[src/hw/rtl/its_pkg.sv]
// Shared types and constants for the tagged interval statistics table.
// No dependencies; imported by every its_* module and the top level.
package its_pkg;

  localparam int ENTRIES    = 64;
  localparam int IDX_W      = $clog2(ENTRIES);
  localparam int TAG_BITS   = 32;
  localparam int TIME_BITS  = 48;
  localparam int CNT_BITS   = 32;
  localparam int TOTAL_BITS = 64;
  localparam int SLOT_W     = 6;

  localparam int IN_TDATA_W  = 88;   // 32 + 48 + 6, padded to bytes
  localparam int OUT_TDATA_W = 328;  // 327 bits of fields, padded to bytes

  typedef enum logic [1:0] {
    ACT_BEGIN = 2'd0,
    ACT_END   = 2'd1,
    ACT_READ  = 2'd2,
    ACT_CLEAR = 2'd3
  } act_e;

  typedef enum logic [1:0] {
    STS_OK        = 2'd0,
    STS_FULL      = 2'd1,
    STS_NOT_FOUND = 2'd2,
    STS_UNUSED    = 2'd3
  } sts_e;

  typedef enum logic {
    FSM_IDLE = 1'b0,
    FSM_UPD  = 1'b1
  } fsm_e;

  // One entry of the statistics memory
  typedef struct packed {
    logic [TAG_BITS-1:0]   tag;
    logic [TIME_BITS-1:0]  start;
    logic [CNT_BITS-1:0]   count;
    logic [TOTAL_BITS-1:0] total;
    logic [TIME_BITS-1:0]  max0;
    logic [TIME_BITS-1:0]  max1;
    logic [TIME_BITS-1:0]  min0;
    logic [TIME_BITS-1:0]  min1;
  } stat_t;

  // Result of the parallel tag compare
  typedef struct packed {
    logic             beg_hit;    // begin found a live match or a free entry
    logic             beg_free;   // the chosen begin entry is free (allocate)
    logic [IDX_W-1:0] beg_slot;
    logic             end_hit;
    logic [IDX_W-1:0] end_slot;
  } lookup_t;

  // Update of the tag registers and live bits
  typedef struct packed {
    logic                wr_en;
    logic [IDX_W-1:0]    slot;
    logic [TAG_BITS-1:0] key;
    logic                clear_all;
  } cam_wr_t;

endpackage

[src/hw/rtl/its_tag_cam.sv]
// Tag registers with live bits and parallel key compare / priority pick.
// Depends on its_pkg for lookup_t and cam_wr_t.
module its_tag_cam (
  input  logic                      clk_i,
  input  logic                      rst_ni,
  input  logic [its_pkg::TAG_BITS-1:0] key_i,
  input  its_pkg::cam_wr_t          wr_i,
  output its_pkg::lookup_t          lookup_o,
  output logic [its_pkg::ENTRIES-1:0] used_o
);
  import its_pkg::*;

  logic [TAG_BITS-1:0] tag_q [ENTRIES];
  logic [ENTRIES-1:0]  used_q;
  logic [ENTRIES-1:0]  beg_vec;
  logic [ENTRIES-1:0]  end_vec;
  logic [ENTRIES-1:0]  eq_vec;

  always_ff @(posedge clk_i or negedge rst_ni) begin
    if (!rst_ni) begin
      used_q <= '0;
    end else if (wr_i.clear_all) begin
      used_q <= '0;
    end else if (wr_i.wr_en) begin
      used_q[wr_i.slot] <= 1'b1;
    end
  end

  always_ff @(posedge clk_i) begin
    if (wr_i.wr_en) begin
      tag_q[wr_i.slot] <= wr_i.key;
    end
  end

  always_comb begin
    for (int e = 0; e < ENTRIES; e++) begin
      eq_vec[e]  = (tag_q[e] == key_i);
      beg_vec[e] = !used_q[e] || eq_vec[e];
      end_vec[e] = used_q[e] && eq_vec[e];
    end
  end

  // lowest index wins: scan downward so the last hit written is the lowest
  always_comb begin
    lookup_o = '0;
    for (int e = ENTRIES - 1; e >= 0; e--) begin
      if (beg_vec[e]) begin
        lookup_o.beg_hit  = 1'b1;
        lookup_o.beg_free = !used_q[e];
        lookup_o.beg_slot = IDX_W'(e);
      end
      if (end_vec[e]) begin
        lookup_o.end_hit  = 1'b1;
        lookup_o.end_slot = IDX_W'(e);
      end
    end
  end

  assign used_o = used_q;

endmodule

[config.mk]
export PLATFORM = sky130hd
export DESIGN_NAME = its_tag_cam
export DESIGN_NICKNAME = d
export VERILOG_FILES = /design/src/hw/rtl/its_pkg.sv /design/src/hw/rtl/its_tag_cam.sv
export SDC_FILE = /design/constraint.sdc
export NUM_CORES = 2
export LEC_CHECK = 0
export BUFFER_PORTS_ARGS = -buffer_cell sky130_fd_sc_hd__buf_2
export CORE_AREA = 2 2 458 506
export DETAILED_ROUTE_END_ITERATION = 10
export DIE_AREA = 0 0 460 508
export PLACE_DENSITY = 0.55
export SETUP_SLACK_MARGIN = 0.15
export SYNTH_ARGS = -nofsm -noshare
export SYNTH_HDL_FRONTEND = slang
export SYNTH_SLANG_ARGS = --single-unit
[constraint.sdc]
create_clock -name clk_i -period 2.1 [get_ports clk_i]
set_input_delay 0 -clock clk_i [delete_from_list [all_inputs] [get_ports clk_i]]
set_output_delay 0 -clock clk_i [all_outputs]
set_load 0.02 [all_outputs]
### Word level (Yosys, flattened, before mapping)

Memories as Yosys holds them, arrays and structs flattened.
Index checks and enable logic that the tools add are counted.

| word-level totals | value |
|---|---|
| RAM bits | 2048 |
| latch bits | 0 |
| output and inout bits | 79 |
| word-level logic and storage cells | 397 |
| bits in registers | 64 |
| memories kept | 1 |
| memory bits (read-only) | 0 |

| operators by class | value |
|---|---|
| bitwise logic cells | 1 |
| reductions and logical operators | 194 |
| add/sub/neg operators | 0 |
| mux-type cells | 134 |
| multipliers | 0 |
| order comparisons | 2 |
| shift operators | 0 |
| div/mod/pow operators | 0 |
| equal/unequal tests | 64 |

Memory list:

| memory | depth | width | rd ports | clocked after memory_dff | wr ports | RTL line | RTL |
|---|---|---|---|---|---|---|---|
| tag_q | 64 | 32 | 64 | 0 | 1 | its_tag_cam.sv:13 | `logic [TAG_BITS-1:0] tag_q [ENTRIES];` |

Operator list:

| cell | number |
|---|---|
| 32-bit == test | 64 |
| 8-bit two-way mux | 64 |
| 7-bit two-way mux | 64 |
| 64-bit two-way mux | 2 |
| 1-bit logical AND | 65 |
| 1-bit zero test | 64 |
| 1-bit logical OR | 64 |
| 64-bit OR | 1 |
| 6-bit by 7-bit < comparator with 1-bit output, second input constant | 1 |
| 1-bit demux with 6-bit select | 1 |
| 6-bit by 1-bit >= comparator with 1-bit output, second input constant | 1 |
| 1-bit two-way mux | 3 |
| 2-bit nonzero test | 1 |

### Logic depth before layout (Yosys ltp)

| depth | value |
|---|---|
| depth in word-level cells | 66 |
| depth in mapped cells | 16 |

### Least setup slack after synthesis

No wires, ideal clock.

| path | value |
|---|---|
| path kind | input -> register |
| start | in wr_i[37] (netlist name) |
| end | mem tag_q[16][0] (enable) |
| arrival | 2.212 ns |
| buffers on the path | 2 |
| library setup time | 0.423 ns |
| setup slack | -0.534 ns |
| stages | 4 |
| path through | clkbuf_1 -> or3b_2 -> clkbuf_1 -> nor2_1 |

RTL lines:

| element | RTL line | RTL |
|---|---|---|
| start, declared | its_tag_cam.sv:7 | `input its_pkg::cam_wr_t wr_i,` |
| end, declared | its_tag_cam.sv:13 |  |

Straight into the memory's write port.

==> results_dict.tcl <==
set metrics [dict create \
    initial_core_util_pct 39.7 \
    die-area_mm2 0.234 \
    drc 0 \
    ioPinCount 153 \
    netlist-cell-type-count 77 \
    cts_num_sinks 2112 \
    avgSynthCellArea_um2 15.6 \
    nNetsFinal 7113 \
    worst_pin_slew_ps 969 \
    synth_compound_area_share_pct 1.24 \
    post-route-period-util_pct 201 \
    htreeDepth 4 \
    via_per_inst 5.60 \
    cts_tree "built" \
    grt_max_degree 65 \
    yosys_register_bits 2112 \
    total_power_mw 91.8 \
    fin_crit_ps 4230 \
    place_congestion 0.972 \
    dp_slack_ps -1820 \
    synth_edf_count 2048 \
    dr.pass1.iters 6 \
    detail_route.wl_per_cell_um 34.9 \
    slew_headroom_pct 35.4 \
    yosysMostFrequentCell "edfxtp_1" \
    crit_type "reg2out" \
    async_flop_share_pct 3.03 \
    core_area_mm2 0.229 \
    drive_above_1_share_pct 24.7 \
    die_w_um 460 \
    die_h_um 508 \
    clk_latency_ps 870 \
    drt_iter0_drc 7249 \
    timing.fmax_mhz 237 \
    drv_cap 0 \
    grt_pass1_wl_mm 478 \
    ys_seq_area_share_pct 69.3 \
    muxShareOfSynthArea_pct 0 \
    synth_ff_type "edfxtp_1" \
    netlist_area_mm2 0.0910 \
    root_buffer "clkbuf_16" \
    synth_nets 5900 \
    finalMaxSlewViolations 0 \
    violations "setup timing" \
    overflow 0 \
    postRouteAntennaNets 0 \
    synth_warnings 0 \
    synthCells 5826 \
    fin_skew_ps 0 \
    worst_slack_ps -2130 \
    power_leakage_nw 38.8 \
    num_rows 185 \
    setup_viol 15 \
    cp-end-kind "output pin" \
    synth_top_area_cell "edfxtp_1" \
    arrival_ps 4230 \
    status "finished, violations left" \
    synth_common_cells "2048 x edfxtp_1, 1216 x xor2_1, 832 x xnor2_1" \
    ir_drop_mv 0.773 \
    clk_pin_slew_worst_paths_ps 60 \
    io_buffers 152 \
    numCtsBuffers 214 \
    cts_buffer_depth 3 \
    hold_viol_final 0 \
    grt_antenna_before_repair 38 \
    synth_top_family_by_area "XOR/XNOR gates" \
    hpwl_mm 230 \
    synth_top_area_share_pct 67.6 \
    cp-start-kind "flop" \
    grt_pass1_vias 55800 \
    synthTopCellsByArea "edfxtp_1 68%, xor2_1 12%, xnor2_1 8.0%" \
    syn_to_final_growth_pct 25.5 \
    required_ps 2100 \
    grt_usage_pct 30.1 \
    num_vias 57300 \
    rsz0062_at_grt "true" \
    synth_xor_area_share_pct 19.7 \
    power_per_cell_area_mw_per_mm2 804 \
    drt_wl_total_mm 356 \
    yosys.area_share.simple_pct 7.22 \
    crit_fanout 3 \
    synthAdderAreaFrac_pct 0 \
    hold_path.class "in2reg" \
]
## worst max-delay path: stages (launching register included)
cell and delay, ps:
edfxtp_1 380, xor2_1 160, nor4_2 400, nand4_1 230, nor2_4 230, buf_6 150, nor3_4 40, nor4_4 160
o21ai_1 120, a21boi_2 230, o2111ai_4 200, a31oi_1 200, o31ai_1 110, a21oi_2 420, buf_4 200, buf_6 110
## logic make-up after synthesis
| logic type | count (synthesis) |
|---|---|
| simple gates | 1223 |
| buf+inv | 277 |
| compound gates | 166 |
| flops | 2112 |
| xor+xnor | 2048 |
## metrics by stage
step                      hold slack, ps  instance area (µm²)  setup TNS [ps]  utilization [%]  instances
after floorplan                     -296                91200         -336420                -       5826
after global placement             -25.4               105000          -23800             45.9       9751
after detailed placement           -22.0               105000          -23160             45.9       9751
after CTS                           25.1               113000          -28140             49.5      10200
after global routing                61.1               114000          -28220             49.8      10200
final                               68.5               114000          -26620             49.8      10200
## metal layers
layer	GRT usage [%]	part of all wire, %	vias to the layer above	wire (µm)
met3	3.43	7.1	569	25200
met5	0	0	-	0
met4	11.2	4.4	0	15700
met2	50.4	49	2746	173000
met1	40.4	40	30200	142000
li1	-	-	23800	-
## registers in the layout, summed over array words and instances (netlist names)
| register | flops |
|---|---|
| tag_q | 2048 |
| used_o | 64 |
## report_power, final
group	leakage [nW]	internal (mW)	total, mW	switching (mW)
clock network	3.26	20.6	37.3	16.7
registers	19.3	46.5	46.6	0.115
logic	16.2	2.72	7.83	5.12
## cells in the final DEF (no fill, tap or decap), drive strengths merged, types with 6 or more instances in the layout
cell | netlist | final
a211oi | 6 | 6
o21ai | 41 | 41
clkinv | 1 | 83
dfrtp | 64 | 64
inv | 39 | 42
nor4 | 361 | 361
o211ai | 8 | 8
dlygate4sd3 | 0 | 47
buf | 224 | 1187
and2 | 19 | 19
or3 | 7 | 7
a31oi | 15 | 15
and3 | 7 | 7
diode | 0 | 11
nor3 | 24 | 24
nor2 | 287 | 287
a21oi | 33 | 33
xnor2 | 832 | 832
nand3b | 6 | 6
nor2b | 18 | 18
edfxtp | 2048 | 2048
clkbuf | 13 | 298
nand3 | 32 | 32
o2111ai | 9 | 9
nand2 | 144 | 144
nand4 | 297 | 297
xor2 | 1216 | 1216
bufinv | 0 | 11
o31ai | 7 | 7
## area by class of cell
| cell class | count | area, µm² |
|---|---|---|
| Inverter | 40 | 150 |
| Tap cell | 2992 | 3740 |
| Antenna cell | 11 | 27.5 |
| Fill cell | 19500 | 115000 |
| Multi-Input combinational cell | 3437 | 27500 |
| Clock inverter | 100 | 902 |
| Timing Repair Buffer | 1234 | 12900 |
| Sequential cell | 2112 | 63100 |
| Clock buffer | 298 | 5800 |
## worst paths after layout
path / startpoint / to / slack [ps] / cells past startpoint
setup reg to reg: used_o[50] / used_o[50] / 1020 / 4
setup / recovery: tag_q[63][28] / lookup_o[8] / -2130 / 15
max in group asynchronous: rst_ni / used_o[22] / 1380 / 5
min in group asynchronous: rst_ni / used_o[44] / 200 / 4
hold / removal: wr_i[0] / used_o[49] / 70 / 3
hold reg to reg: used_o[16] / used_o[16] / 610 / 3
## repair_timing
action | CTS | global route
endpoints found under the hold margin | 2192 | 0
endpoints found under the setup margin | 15 | 43
pin swaps | 72 | 89
setup buffers | 7 | 9
gates resized for setup | 213 | 118
hold buffers | 48 | 0
Power figures use the tool's default switching activity.
