File: src/hw/rtl/its_pkg.sv
// Shared types and constants for the tagged interval statistics table.
// No dependencies; imported by every its_* module and the top level.
package its_pkg;

  localparam int ENTRIES    = 64;
  localparam int IDX_W      = $clog2(ENTRIES);
  localparam int TAG_BITS   = 32;
  localparam int TIME_BITS  = 48;
  localparam int CNT_BITS   = 32;
  localparam int TOTAL_BITS = 64;
  localparam int SLOT_W     = 6;

  localparam int IN_TDATA_W  = 88;   // 32 + 48 + 6, padded to bytes
  localparam int OUT_TDATA_W = 328;  // 327 bits of fields, padded to bytes

  typedef enum logic [1:0] {
    ACT_BEGIN = 2'd0,
    ACT_END   = 2'd1,
    ACT_READ  = 2'd2,
    ACT_CLEAR = 2'd3
  } act_e;

  typedef enum logic [1:0] {
    STS_OK        = 2'd0,
    STS_FULL      = 2'd1,
    STS_NOT_FOUND = 2'd2,
    STS_UNUSED    = 2'd3
  } sts_e;

  typedef enum logic {
    FSM_IDLE = 1'b0,
    FSM_UPD  = 1'b1
  } fsm_e;

  // One entry of the statistics memory
  typedef struct packed {
    logic [TAG_BITS-1:0]   tag;
    logic [TIME_BITS-1:0]  start;
    logic [CNT_BITS-1:0]   count;
    logic [TOTAL_BITS-1:0] total;
    logic [TIME_BITS-1:0]  max0;
    logic [TIME_BITS-1:0]  max1;
    logic [TIME_BITS-1:0]  min0;
    logic [TIME_BITS-1:0]  min1;
  } stat_t;

  // Result of the parallel tag compare
  typedef struct packed {
    logic             beg_hit;    // begin found a live match or a free entry
    logic             beg_free;   // the chosen begin entry is free (allocate)
    logic [IDX_W-1:0] beg_slot;
    logic             end_hit;
    logic [IDX_W-1:0] end_slot;
  } lookup_t;

  // Update of the tag registers and live bits
  typedef struct packed {
    logic                wr_en;
    logic [IDX_W-1:0]    slot;
    logic [TAG_BITS-1:0] key;
    logic                clear_all;
  } cam_wr_t;

endpackage

File: src/hw/rtl/its_update.sv
// Read-modify-write datapath: new entry value for begin, end or read.
// Depends on its_pkg for stat_t and act_e.
module its_update (
  input  its_pkg::act_e                 op_i,
  input  logic                          alloc_i,
  input  logic [its_pkg::TAG_BITS-1:0]  key_i,
  input  logic [its_pkg::TIME_BITS-1:0] ts_i,
  input  its_pkg::stat_t                old_i,
  output its_pkg::stat_t                new_o
);
  import its_pkg::*;

  stat_t               base;
  logic [TIME_BITS-1:0]  dur;
  logic [TOTAL_BITS:0]   sum;
  logic                  gt0, gt1, lt0, lt1;

  // allocation starts from a blank entry instead of the stale memory word
  always_comb begin
    base = old_i;
    if (alloc_i) begin
      base.tag   = key_i;
      base.count = '0;
      base.total = '0;
      base.max0  = '0;
      base.max1  = '0;
      base.min0  = '1;
      base.min1  = '1;
    end
  end

  assign dur = TIME_BITS'(ts_i - old_i.start);
  assign sum = {1'b0, old_i.total} + (TOTAL_BITS + 1)'(dur);
  // pairs stay ordered (max0 >= max1, min0 <= min1), so both compares run in parallel
  assign gt0 = dur > old_i.max0;
  assign gt1 = dur > old_i.max1;
  assign lt0 = dur < old_i.min0;
  assign lt1 = dur < old_i.min1;

  always_comb begin
    new_o = base;
    case (op_i)
      ACT_BEGIN: begin
        new_o.start = ts_i;
        if (base.count != '1) begin
          new_o.count = base.count + CNT_BITS'(1);
        end
      end
      ACT_END: begin
        new_o.total = sum[TOTAL_BITS] ? '1 : sum[TOTAL_BITS-1:0];
        new_o.max0  = gt0 ? dur : old_i.max0;
        new_o.max1  = gt0 ? old_i.max0 : (gt1 ? dur : old_i.max1);
        new_o.min0  = lt0 ? dur : old_i.min0;
        new_o.min1  = lt0 ? old_i.min0 : (lt1 ? dur : old_i.min1);
      end
      default: begin
        new_o = base;
      end
    endcase
  end

endmodule

File: config.mk
export PLATFORM = sky130hd
export DESIGN_NAME = its_update
export DESIGN_NICKNAME = d
export VERILOG_FILES = /design/src/hw/rtl/its_pkg.sv /design/src/hw/rtl/its_update.sv
export SDC_FILE = /design/constraint.sdc
export NUM_CORES = 1
export LEC_CHECK = 0
export BUFFER_PORTS_ARGS = -buffer_cell sky130_fd_sc_hd__buf_2
export CORE_AREA = 2 2 319 321
export DETAILED_ROUTE_END_ITERATION = 12
export DIE_AREA = 0 0 321 323
export PLACE_DENSITY = 0.32
export SYNTH_ARGS = -nofsm -noshare
export SYNTH_HDL_FRONTEND = slang
export SYNTH_SLANG_ARGS = --single-unit
File: constraint.sdc
create_clock -name vclk -period 5.9
set_input_delay 0 -clock vclk [all_inputs]
set_output_delay 0 -clock vclk [all_outputs]
set_load 0.1 [all_outputs]
# Yosys cells after proc, flatten, opt, wreduce, memory -nomap -nowiden
# Cells that the tools add are included.
[classes]
addsub = 3
magnitude_cmp = 4
n_eq_ne = 2
n_mux = 12
n_reduce_logical = 1
[ops]
columns = ["operator", "count"]
rows = [
  ["2-to-1 mux 288 bit", 1],
  ["2-to-1 mux 48 bit", 6],
  ["2-to-1 mux 256 bit", 1],
  ["greater-than comparator 48 bit", 2],
  ["< comparator 48 bit", 2],
  ["2-to-1 mux 80 bit", 1],
  ["adder 64 x 48 -> 65 bit", 1],
  ["2-to-1 mux 32 bit", 2],
  ["2-to-1 mux 64 bit", 1],
  ["subtractor 48 bit", 1],
  ["adder 32 x 1 -> 32 bit (second input constant)", 1],
  ["!= test 32 bit (second input constant)", 1],
  ["equality test 2 x 1 -> 1 bit (second input constant)", 1],
  ["logical NOT 2 bit", 1],
]
[word_totals]
regBits = 0
elab_cells = 22

# Logic depth before layout (Yosys ltp)
# Gate-level depths: netlist of the first run.
[depth]
word_depth = 5
mapped_depth = 27
depth_no_buf = 25

# Worst setup path before layout of the first run
# Ideal clock, no wire load.
[synth_timing]
path_type = "input-to-output"
from = "input ts_i[0] in the netlist's numbering"
to = "output new_o[136] in the netlist's numbering"
t_arrival_ns = 7.165
t_required_ns = 5.900
slack_ns = -1.265
path_stages = 27
path_buffers = 3
path_cell_list = "inv_1 -> ha_1 -> inv_1 -> fa_1 -> a21o_1 -> a221o_1 -> a31oi_4 -> o21ai_2 -> a311oi_2 -> o21a_1 -> o31ai_1 -> a21oi_1 -> xor2_1 -> inv_1 -> ha_1 -> nand4_1 -> nor2_1 -> and4_1 -> nand3_1 -> nand3_1 -> a31oi_1 -> or2_2 -> clkbuf_1 -> clkbuf_1 -> clkbuf_1 -> o21ai_1 -> a221oi_1"
[synth_lines]
columns = ["item", "line_no", "rtl"]
rows = [
  ["start: declaration", "its_update.sv:7", "input logic [its_pkg::TIME_BITS-1:0] ts_i,"],
  ["end: declaration", "its_update.sv:9", "output its_pkg::stat_t new_o"],
]

==> impl_metrics.prom, run 1 <==
# TYPE chip_impl_metric gauge
chip_impl_info{name="run_status",value="finished, final reports clean"} 1
chip_impl_metric{name="synthesis.area_per_instance",unit="sq um"} 6.249
chip_impl_metric{name="final_cells",unit=""} 5077
chip_impl_metric{name="total_count_of_max_transition_violations_in_the_final_report",unit=""} 0
chip_impl_metric{name="static_leakage_power",unit="nW"} 15.51
chip_impl_info{name="layout_common_cells",value="sky130_fd_sc_hd__buf_2, sky130_fd_sc_hd__buf_4, sky130_fd_sc_hd__inv_1, sky130_fd_sc_hd__buf_12, sky130_fd_sc_hd__ha_1"} 1
chip_impl_info{name="crit_slowest_cell",value="sky130_fd_sc_hd__a221o_1"} 1
chip_impl_metric{name="initial_antenna_violation_count",unit=""} 17
chip_impl_metric{name="pwr_density_cell",unit="nW/um^2"} 282.2
chip_impl_metric{name="fillerInstances",unit=""} 10990
chip_impl_metric{name="worstPathArrival",unit="ns"} 5.80
chip_impl_metric{name="numPortBuffers",unit=""} 819
chip_impl_metric{name="vias",unit=""} 24260
chip_impl_metric{name="io_pins",unit=""} 819
chip_impl_metric{name="layout.area.seq",unit="sq um"} 0
chip_impl_metric{name="final_setup_vio_count",unit=""} 0
chip_impl_metric{name="post-route-min-period",unit="ns"} 5.804
chip_impl_metric{name="wirelength",unit="um"} 124700
chip_impl_info{name="hold_path.class",value="in2out"} 1
chip_impl_info{name="synthTopCellsByArea",value="sky130_fd_sc_hd__ha_1, sky130_fd_sc_hd__a21oi_1, sky130_fd_sc_hd__o21ai_0"} 1
chip_impl_metric{name="drc",unit=""} 0
chip_impl_metric{name="synth.cell_area",unit="sq um"} 16580
chip_impl_metric{name="vias_per_cell",unit=""} 4.778
chip_impl_metric{name="total_global_routing_overflow",unit=""} 0
chip_impl_metric{name="synth-seq-area-share",unit="%"} 0
chip_impl_metric{name="ys_warn_count",unit=""} 0
chip_impl_metric{name="route.detailed.wl_per_inst",unit="um"} 24.57
chip_impl_metric{name="final.period_utilization",unit="%"} 98.37
chip_impl_metric{name="placeableCoreArea",unit="sq um"} 100700
chip_impl_info{name="most_common_cell_after_layout_fill_and_taps_aside",value="sky130_fd_sc_hd__buf_2"} 1
chip_impl_metric{name="drv_cap",unit=""} 0
chip_impl_metric{name="postSynthNetCount",unit=""} 3393
chip_impl_metric{name="worst_ep_required",unit="ns"} 5.90
chip_impl_metric{name="timing.fmax",unit="MHz"} 172.3
chip_impl_metric{name="final_nets",unit=""} 4504
chip_impl_metric{name="synth.distinct_cells",unit=""} 82
chip_impl_info{name="timing.critical_path.to_type",value="primary output"} 1
chip_impl_metric{name="die_w",unit="um"} 321
chip_impl_metric{name="drtAntennaViolNets",unit=""} 0
chip_impl_metric{name="final-hold-violation-count",unit=""} 0
chip_impl_metric{name="power.ir.vdd_worst",unit="uV"} 126.0
chip_impl_metric{name="total_power_consumption",unit="mW"} 9.114
chip_impl_metric{name="grt_start_max_net_pins",unit=""} 103
chip_impl_metric{name="tightestPinTransition",unit="ns"} 1.232
chip_impl_metric{name="die_height",unit="um"} 323
chip_impl_metric{name="placementRows",unit=""} 117
chip_impl_metric{name="synth.top_cell.area_share",unit="%"} 21.66
chip_impl_metric{name="cp_slowest_stage_delay",unit="ns"} 0.41
chip_impl_metric{name="wire_length_of_the_first_global_routing_pass",unit="um"} 168600
chip_impl_metric{name="placer_congestion_estimate",unit=""} 0.8777
chip_impl_metric{name="max_slew_margin",unit="%"} 17.66
chip_impl_info{name="cell_occurring_most_often_along_the_worst_timing_path",value="sky130_fd_sc_hd__buf_4"} 1
chip_impl_info{name="rsz0062_at_grt",value="true"} 1
chip_impl_metric{name="grt_use_total",unit="%"} 22.03
chip_impl_info{name="netlist.top_cell.by_area",value="sky130_fd_sc_hd__ha_1"} 1
chip_impl_metric{name="post_cts_hold_buffer_count",unit=""} 0
chip_impl_metric{name="clkbuf_count",unit=""} 0
chip_impl_metric{name="drive_above_1_share",unit="%"} 45.85
chip_impl_metric{name="half_perimeter_wire_length_after_detailed_placement",unit="um"} 105000
chip_impl_metric{name="synthCells",unit=""} 2653
chip_impl_metric{name="die_area",unit="sq um"} 103700
chip_impl_metric{name="via_count_of_the_first_global_routing_pass",unit=""} 23770
chip_impl_metric{name="layout-area-overhead-vs-synth",unit="%"} 94.79
chip_impl_metric{name="sequential_cell_count",unit=""} 0
chip_impl_metric{name="maximum_fanout_count_along_the_critical_path",unit=""} 5
chip_impl_info{name="category_of_the_worst_setup_path_launch_point",value="input pin"} 1
chip_impl_metric{name="initial_utilization",unit="%"} 16.46
chip_impl_info{name="criticalPathCategory",value="in2out"} 1
chip_impl_metric{name="dr.pass1.iters",unit=""} 6
chip_impl_metric{name="drt_iter0_drc",unit=""} 1405
chip_impl_metric{name="dpl.cell_count",unit=""} 4980
per-stage QoR:
step | instance area, sq um | utilization, % | hold WS [ns] | TNS, ns | setup WS (ns)
floorplan | 17350 | - | 0.2893 | -14.14 | -0.8901
global placement | 29390 | 29.18 | 0.3876 | -58.11 | -0.6702
finish | 32290 | 32.06 | 0.3823 | 0 | 0.09608
CTS | 29770 | 29.56 | 0.3820 | 0 | 0.0005800
detailed placement | 29390 | 29.18 | 0.3799 | -57.44 | -0.6989
global route | 32290 | 32.06 | 0.3973 | -10.22 | -0.2470
report_power, final:
| part | leakage, nW | internal [mW] | total, mW | switching, mW |
|---|---|---|---|---|
| registers | 0 | 0 | 0 | 0 |
| logic | 15.5 | 3.34 | 9.11 | 5.78 |
| clock network | 0.0000380 | 0.000000153 | 0.000000153 | 0 |
Yosys cell counts (11+ instances only):
cell / n
sky130_fd_sc_hd__inv_1: 319
sky130_fd_sc_hd__a21oi_1: 297
sky130_fd_sc_hd__ha_1: 287
sky130_fd_sc_hd__o21ai_0: 274
sky130_fd_sc_hd__nand2_1: 215
sky130_fd_sc_hd__nor2_1: 141
sky130_fd_sc_hd__clkbuf_1: 127
sky130_fd_sc_hd__nand3_1: 98
sky130_fd_sc_hd__a21o_1: 83
sky130_fd_sc_hd__nor3_1: 72
sky130_fd_sc_hd__nand4_1: 60
sky130_fd_sc_hd__xnor2_1: 60
sky130_fd_sc_hd__xor2_1: 55
sky130_fd_sc_hd__o21ai_1: 53
sky130_fd_sc_hd__a211oi_1: 45
sky130_fd_sc_hd__a31oi_1: 44
sky130_fd_sc_hd__a22oi_1: 35
sky130_fd_sc_hd__mux2_2: 34
sky130_fd_sc_hd__o22ai_1: 28
sky130_fd_sc_hd__and3_1: 26
sky130_fd_sc_hd__nor2b_1: 24
sky130_fd_sc_hd__o21bai_1: 22
sky130_fd_sc_hd__a221oi_1: 19
sky130_fd_sc_hd__o211ai_1: 18
sky130_fd_sc_hd__o21a_1: 16
sky130_fd_sc_hd__and4_1: 14
sky130_fd_sc_hd__buf_2: 14
sky130_fd_sc_hd__and2_1: 13
sky130_fd_sc_hd__or3_1: 11
path summary, 6_finish.rpt:
kind | endpoint | start | cells after the start
setup / recovery | new_o[131] | ts_i[0] | 33
hold / removal | new_o[248] | old_i[248] | 3
final cells by class:
| cell class | count | area, sq um | share of cell area (%) |
|---|---|---|---|
| well taps | 1309 | 1638 | 5.072 |
| repair buffers | 1260 | 12220 | 37.84 |
| inverters | 321 | 1214 | 3.758 |
| diodes | 6 | 15.01 | 0.04649 |
| multi-input cells | 2181 | 17210 | 53.29 |
critical path, delay by kind of cell:
kind,cells,cell delay (ns)
buffers and inverters,13,1.72
XOR/XNOR,1,0.19
adder cells (fa/ha/maj),3,0.77
AND/OR/NAND/NOR,4,0.79
AO/OA/AOI/OAI,12,2.30
cells by family (layout without fill, tap and decap cells):
kind of cell | count (synthesis) | in the layout | share of synthesized area, %
compound gates | 1023 | 1023 | 37.69
simple gates | 709 | 710 | 20.52
buf+inv | 473 | 1581 | 10.86
fa+ha+maj | 289 | 289 | 21.90
xor+xnor | 116 | 116 | 6.174
mux | 43 | 43 | 2.853
other cells | 0 | 6 | 0
layer usage:
metal	track usage [%]	vias up	part of all wire [%]
li1	-	11910	-
met1	28.33	11540	44
met2	40.49	688	50
met3	2.279	113	4.3
met4	2.482	6	1.9
met5	0	-	0.031
timing repair:
item,in CTS,in global routing
pin swaps,18,122
gates resized for setup,31,389
gates cloned,3,18
setup buffers,18,53
endpoints found under the hold margin,0,0
endpoints found under the setup margin,217,221
(Power assumes the default switching activity.)
==> run 2: changes to the inputs <==
- ABC_AREA: not set -> 1
- CORE_AREA: 2 2 319 321 -> 2 2 317 319
- DIE_AREA: 0 0 321 323 -> 0 0 319 321
- PLACE_DENSITY: 0.32 -> 0.4
==> impl_metrics.prom, run 2 <==
# TYPE chip_impl_metric gauge
chip_impl_metric{name="grt_start_max_net_pins",unit=""} 126
chip_impl_info{name="timing.critical_path.to",value="new_o[183]"} 1
chip_impl_metric{name="synth_fa_ha_area_share",unit="%"} 15.65
chip_impl_metric{name="hold-worst-slack",unit="ns"} 0.4364
chip_impl_metric{name="pwr_density_cell",unit="nW/um^2"} 239.1
chip_impl_metric{name="io_pins",unit=""} 819
chip_impl_metric{name="yosys.area_share.simple",unit="%"} 49.49
chip_impl_metric{name="post-route-min-period",unit="ns"} 5.322
chip_impl_info{name="synthTopCellsByArea",value="sky130_fd_sc_hd__nand2_1, sky130_fd_sc_hd__ha_1, sky130_fd_sc_hd__inv_1"} 1
chip_impl_metric{name="placer_congestion_estimate",unit=""} 0.9827
chip_impl_metric{name="dr.pass1.iters",unit=""} 9
chip_impl_metric{name="half_perimeter_wire_length_after_detailed_placement",unit="um"} 136700
chip_impl_metric{name="multiInputGateArea",unit="sq um"} 19280
chip_impl_metric{name="drc",unit=""} 0
chip_impl_metric{name="worstPathArrival",unit="ns"} 5.32
chip_impl_metric{name="wire_length_of_the_first_global_routing_pass",unit="um"} 223900
chip_impl_metric{name="timing.fmax",unit="MHz"} 187.9
chip_impl_metric{name="synth.distinct_cells",unit=""} 45
chip_impl_metric{name="maximum_fanout_count_along_the_critical_path",unit=""} 21
chip_impl_metric{name="synth-seq-area-share",unit="%"} 0
chip_impl_metric{name="route.detailed.wl_per_inst",unit="um"} 23.01
chip_impl_metric{name="die_height",unit="um"} 321
chip_impl_info{name="hold_path.class",value="in2out"} 1
chip_impl_metric{name="wirelength",unit="um"} 159300
chip_impl_metric{name="synth-compound-area-share",unit="%"} 14.41
chip_impl_metric{name="total_global_routing_overflow",unit=""} 0
chip_impl_info{name="synth.cells.most_frequent",value="sky130_fd_sc_hd__nand2_1, sky130_fd_sc_hd__inv_1, sky130_fd_sc_hd__nand3_1"} 1
chip_impl_metric{name="drv_cap",unit=""} 0
chip_impl_metric{name="clock_power_share",unit="%"} 0
chip_impl_metric{name="layout.area.seq",unit="sq um"} 0
chip_impl_metric{name="post_cts.repair.setup_buffers",unit=""} 0
chip_impl_metric{name="ys_warn_count",unit=""} 0
chip_impl_metric{name="finalSetupTns",unit="ns"} 0
chip_impl_metric{name="worst_ep_required",unit="ns"} 5.90
chip_impl_metric{name="clkbuf_count",unit=""} 0
chip_impl_metric{name="final-hold-violation-count",unit=""} 0
chip_impl_metric{name="intPower",unit="mW"} 1.906
chip_impl_metric{name="utilization_after_layout",unit="%"} 31.17
chip_impl_metric{name="synthMuxAreaShare",unit="%"} 0
chip_impl_metric{name="critical_path.n_buffers_inverters",unit=""} 7
chip_impl_metric{name="p_switching",unit="mW"} 5.494
chip_impl_info{name="category_of_the_worst_setup_path_launch_point",value="input pin"} 1
chip_impl_info{name="holdCritStartpoint",value="old_i[121]"} 1
chip_impl_metric{name="cp_slowest_stage_delay",unit="ns"} 0.46
chip_impl_metric{name="synthCells",unit=""} 4837
chip_impl_metric{name="post_cts_hold_buffer_count",unit=""} 0
chip_impl_metric{name="power.sequential.fraction",unit="%"} 0
chip_impl_metric{name="cp.depth",unit=""} 27
chip_impl_metric{name="tightestPinTransition",unit="ns"} 1.026
chip_impl_metric{name="placeableCoreArea",unit="sq um"} 99280
chip_impl_info{name="layout_common_cells",value="sky130_fd_sc_hd__nand2_1, sky130_fd_sc_hd__inv_1, sky130_fd_sc_hd__buf_2, sky130_fd_sc_hd__nand3_1, sky130_fd_sc_hd__o21ai_0"} 1
chip_impl_info{name="synth_top_family_by_area",value="simple AND/OR/NAND/NOR gates"} 1
chip_impl_metric{name="drt_iter0_drc",unit=""} 2746
chip_impl_metric{name="synth.cell_area",unit="sq um"} 23200
chip_impl_metric{name="initial_antenna_violation_count",unit=""} 64
chip_impl_metric{name="drive_above_1_share",unit="%"} 17.47
chip_impl_metric{name="die_w",unit="um"} 319
chip_impl_metric{name="layout-area-overhead-vs-synth",unit="%"} 33.39
chip_impl_metric{name="vias",unit=""} 33730
chip_impl_info{name="crit_slowest_cell",value="sky130_fd_sc_hd__nand2_1"} 1
chip_impl_metric{name="die_area",unit="sq um"} 102400
chip_impl_metric{name="sequential_cell_count",unit=""} 0
chip_impl_info{name="criticalPathCategory",value="in2out"} 1
chip_impl_metric{name="synth.top_cell.area_share",unit="%"} 30.93
chip_impl_info{name="run_status",value="finished, final reports clean"} 1
chip_impl_metric{name="final.period_utilization",unit="%"} 90.20
chip_impl_metric{name="fillerInstances",unit=""} 11850
chip_impl_info{name="most_common_cell_after_layout_fill_and_taps_aside",value="sky130_fd_sc_hd__nand2_1"} 1
chip_impl_metric{name="placementRows",unit=""} 116
chip_impl_metric{name="postSynthNetCount",unit=""} 5577
chip_impl_metric{name="grt_use_total",unit="%"} 29.68
chip_impl_metric{name="via_count_of_the_first_global_routing_pass",unit=""} 32050
chip_impl_metric{name="final_setup_vio_count",unit=""} 0
chip_impl_metric{name="vias_per_cell",unit=""} 4.873
chip_impl_metric{name="initial_utilization",unit="%"} 23.37
chip_impl_info{name="cell_occurring_most_often_along_the_worst_timing_path",value="sky130_fd_sc_hd__nand2_1"} 1
chip_impl_info{name="timing.critical_path.to_type",value="primary output"} 1
chip_impl_metric{name="pwr-share-comb",unit="%"} 100.0
chip_impl_metric{name="max_slew_margin",unit="%"} 31.62
chip_impl_info{name="setup.worst_path.start",value="ts_i[0]"} 1
chip_impl_metric{name="total_count_of_max_transition_violations_in_the_final_report",unit=""} 0
chip_impl_metric{name="numPortBuffers",unit=""} 819
chip_impl_metric{name="synthesis.area_per_instance",unit="sq um"} 4.797
chip_impl_info{name="rsz0062_at_grt",value="false"} 1
chip_impl_metric{name="post_synth_xor_area_fraction",unit="%"} 3.020
chip_impl_metric{name="power.ir.vdd_worst",unit="uV"} 141.0
chip_impl_metric{name="static_leakage_power",unit="nW"} 18.67
chip_impl_metric{name="cts_repair_resize_count",unit=""} 0
chip_impl_metric{name="power.switching_fraction",unit="%"} 74.24
chip_impl_info{name="netlist.top_cell.by_area",value="sky130_fd_sc_hd__nand2_1"} 1
chip_impl_info{name="cpLargestDelayFamily",value="simple AND/OR/NAND/NOR gates"} 1
chip_impl_metric{name="drtAntennaViolNets",unit=""} 0
chip_impl_info{name="synth_most_common_cell",value="sky130_fd_sc_hd__nand2_1"} 1
chip_impl_metric{name="final_nets",unit=""} 6336
run 2: changes by cell type after synthesis, moves of 44 or more:
cell                       previous run  this run
sky130_fd_sc_hd__nor2_1             141       354
sky130_fd_sc_hd__o21ai_1             53         5
sky130_fd_sc_hd__inv_1              319       852
sky130_fd_sc_hd__a31oi_1             44         0
sky130_fd_sc_hd__a21oi_1            297       202
sky130_fd_sc_hd__nand2_1            215      1912
sky130_fd_sc_hd__o21ai_0            274       366
sky130_fd_sc_hd__a21o_1              83         5
sky130_fd_sc_hd__a211oi_1            45         0
sky130_fd_sc_hd__nand3_1             98       395
run 2: kinds of logic after synthesis:
kind of cell             count (synthesis)
XOR/XNOR                                80
buffers and inverters                 1022
AO/OA/AOI/OAI                          635
AND/OR/NAND/NOR                       2811
adder cells (fa/ha/maj)                289
run 2: worst min-delay path: stages:
cell	delay (ns)
sky130_fd_sc_hd__buf_2	0.11
sky130_fd_sc_hd__nand2_1	0.06
sky130_fd_sc_hd__nand2_1	0.08
sky130_fd_sc_hd__buf_12	0.17
run 2: per-stage QoR:
| step | cells | power [mW] | setup slack, ns | cell area [sq um] |
|---|---|---|---|---|
| 6_report | 6923 | 7.400 | 0.5785 | 30950 |
| 5_1_grt | 6910 | 7.898 | 0.1430 | 30920 |
| 4_1_cts | 6892 | 7.387 | 0.5781 | 30870 |
| 3_5_place_dp | 6892 | 7.364 | 0.5933 | 30870 |
| 3_3_place_gp | 6892 | 7.360 | 0.5752 | 30870 |
| 2_1_floorplan | 4837 | 4.796 | 0.9976 | 23200 |
run 2: how the worst min path moves through the flow:
stage	end	slack (ns)	depth (start not counted)
global placement	new_o[122]	0.44	4
floorplan	new_o[231]	0.47	4
global route	new_o[114]	0.45	4
finish	new_o[121]	0.44	4
detailed placement	new_o[121]	0.43	4
CTS	new_o[121]	0.43	4
run 2: power groups by stage:
stage / Sequential (mW) / Clock, mW / Combinational (mW)
5_1_grt: 0 / 0.000000411 / 7.90
4_1_cts: 0 / 0 / 7.39
3_3_place_gp: 0 / 0 / 7.36
2_1_floorplan: 0 / 0 / 4.80
3_5_place_dp: 0 / 0 / 7.36
6_report: 0 / 0.000000362 / 7.40
run 2: cell type report:
class                           count  area share, %
Tap cell                         1298          5.248
Antenna cell                       31         0.2507
Timing Repair Buffer              922          21.77
Multi-Input combinational cell   3815          62.31
Inverter                          857          10.41
run 2: routing by layer:
| layer | vias to the layer above | global-route usage (%) | wire, um |
|---|---|---|---|
| li1 | 16660 | - | - |
| met3 | 245 | 4.351 | 10420 |
| met5 | - | 0 | 115 |
| met1 | 15520 | 36.73 | 66700 |
| met4 | 18 | 10.74 | 6889 |
| met2 | 1288 | 52.01 | 75150 |
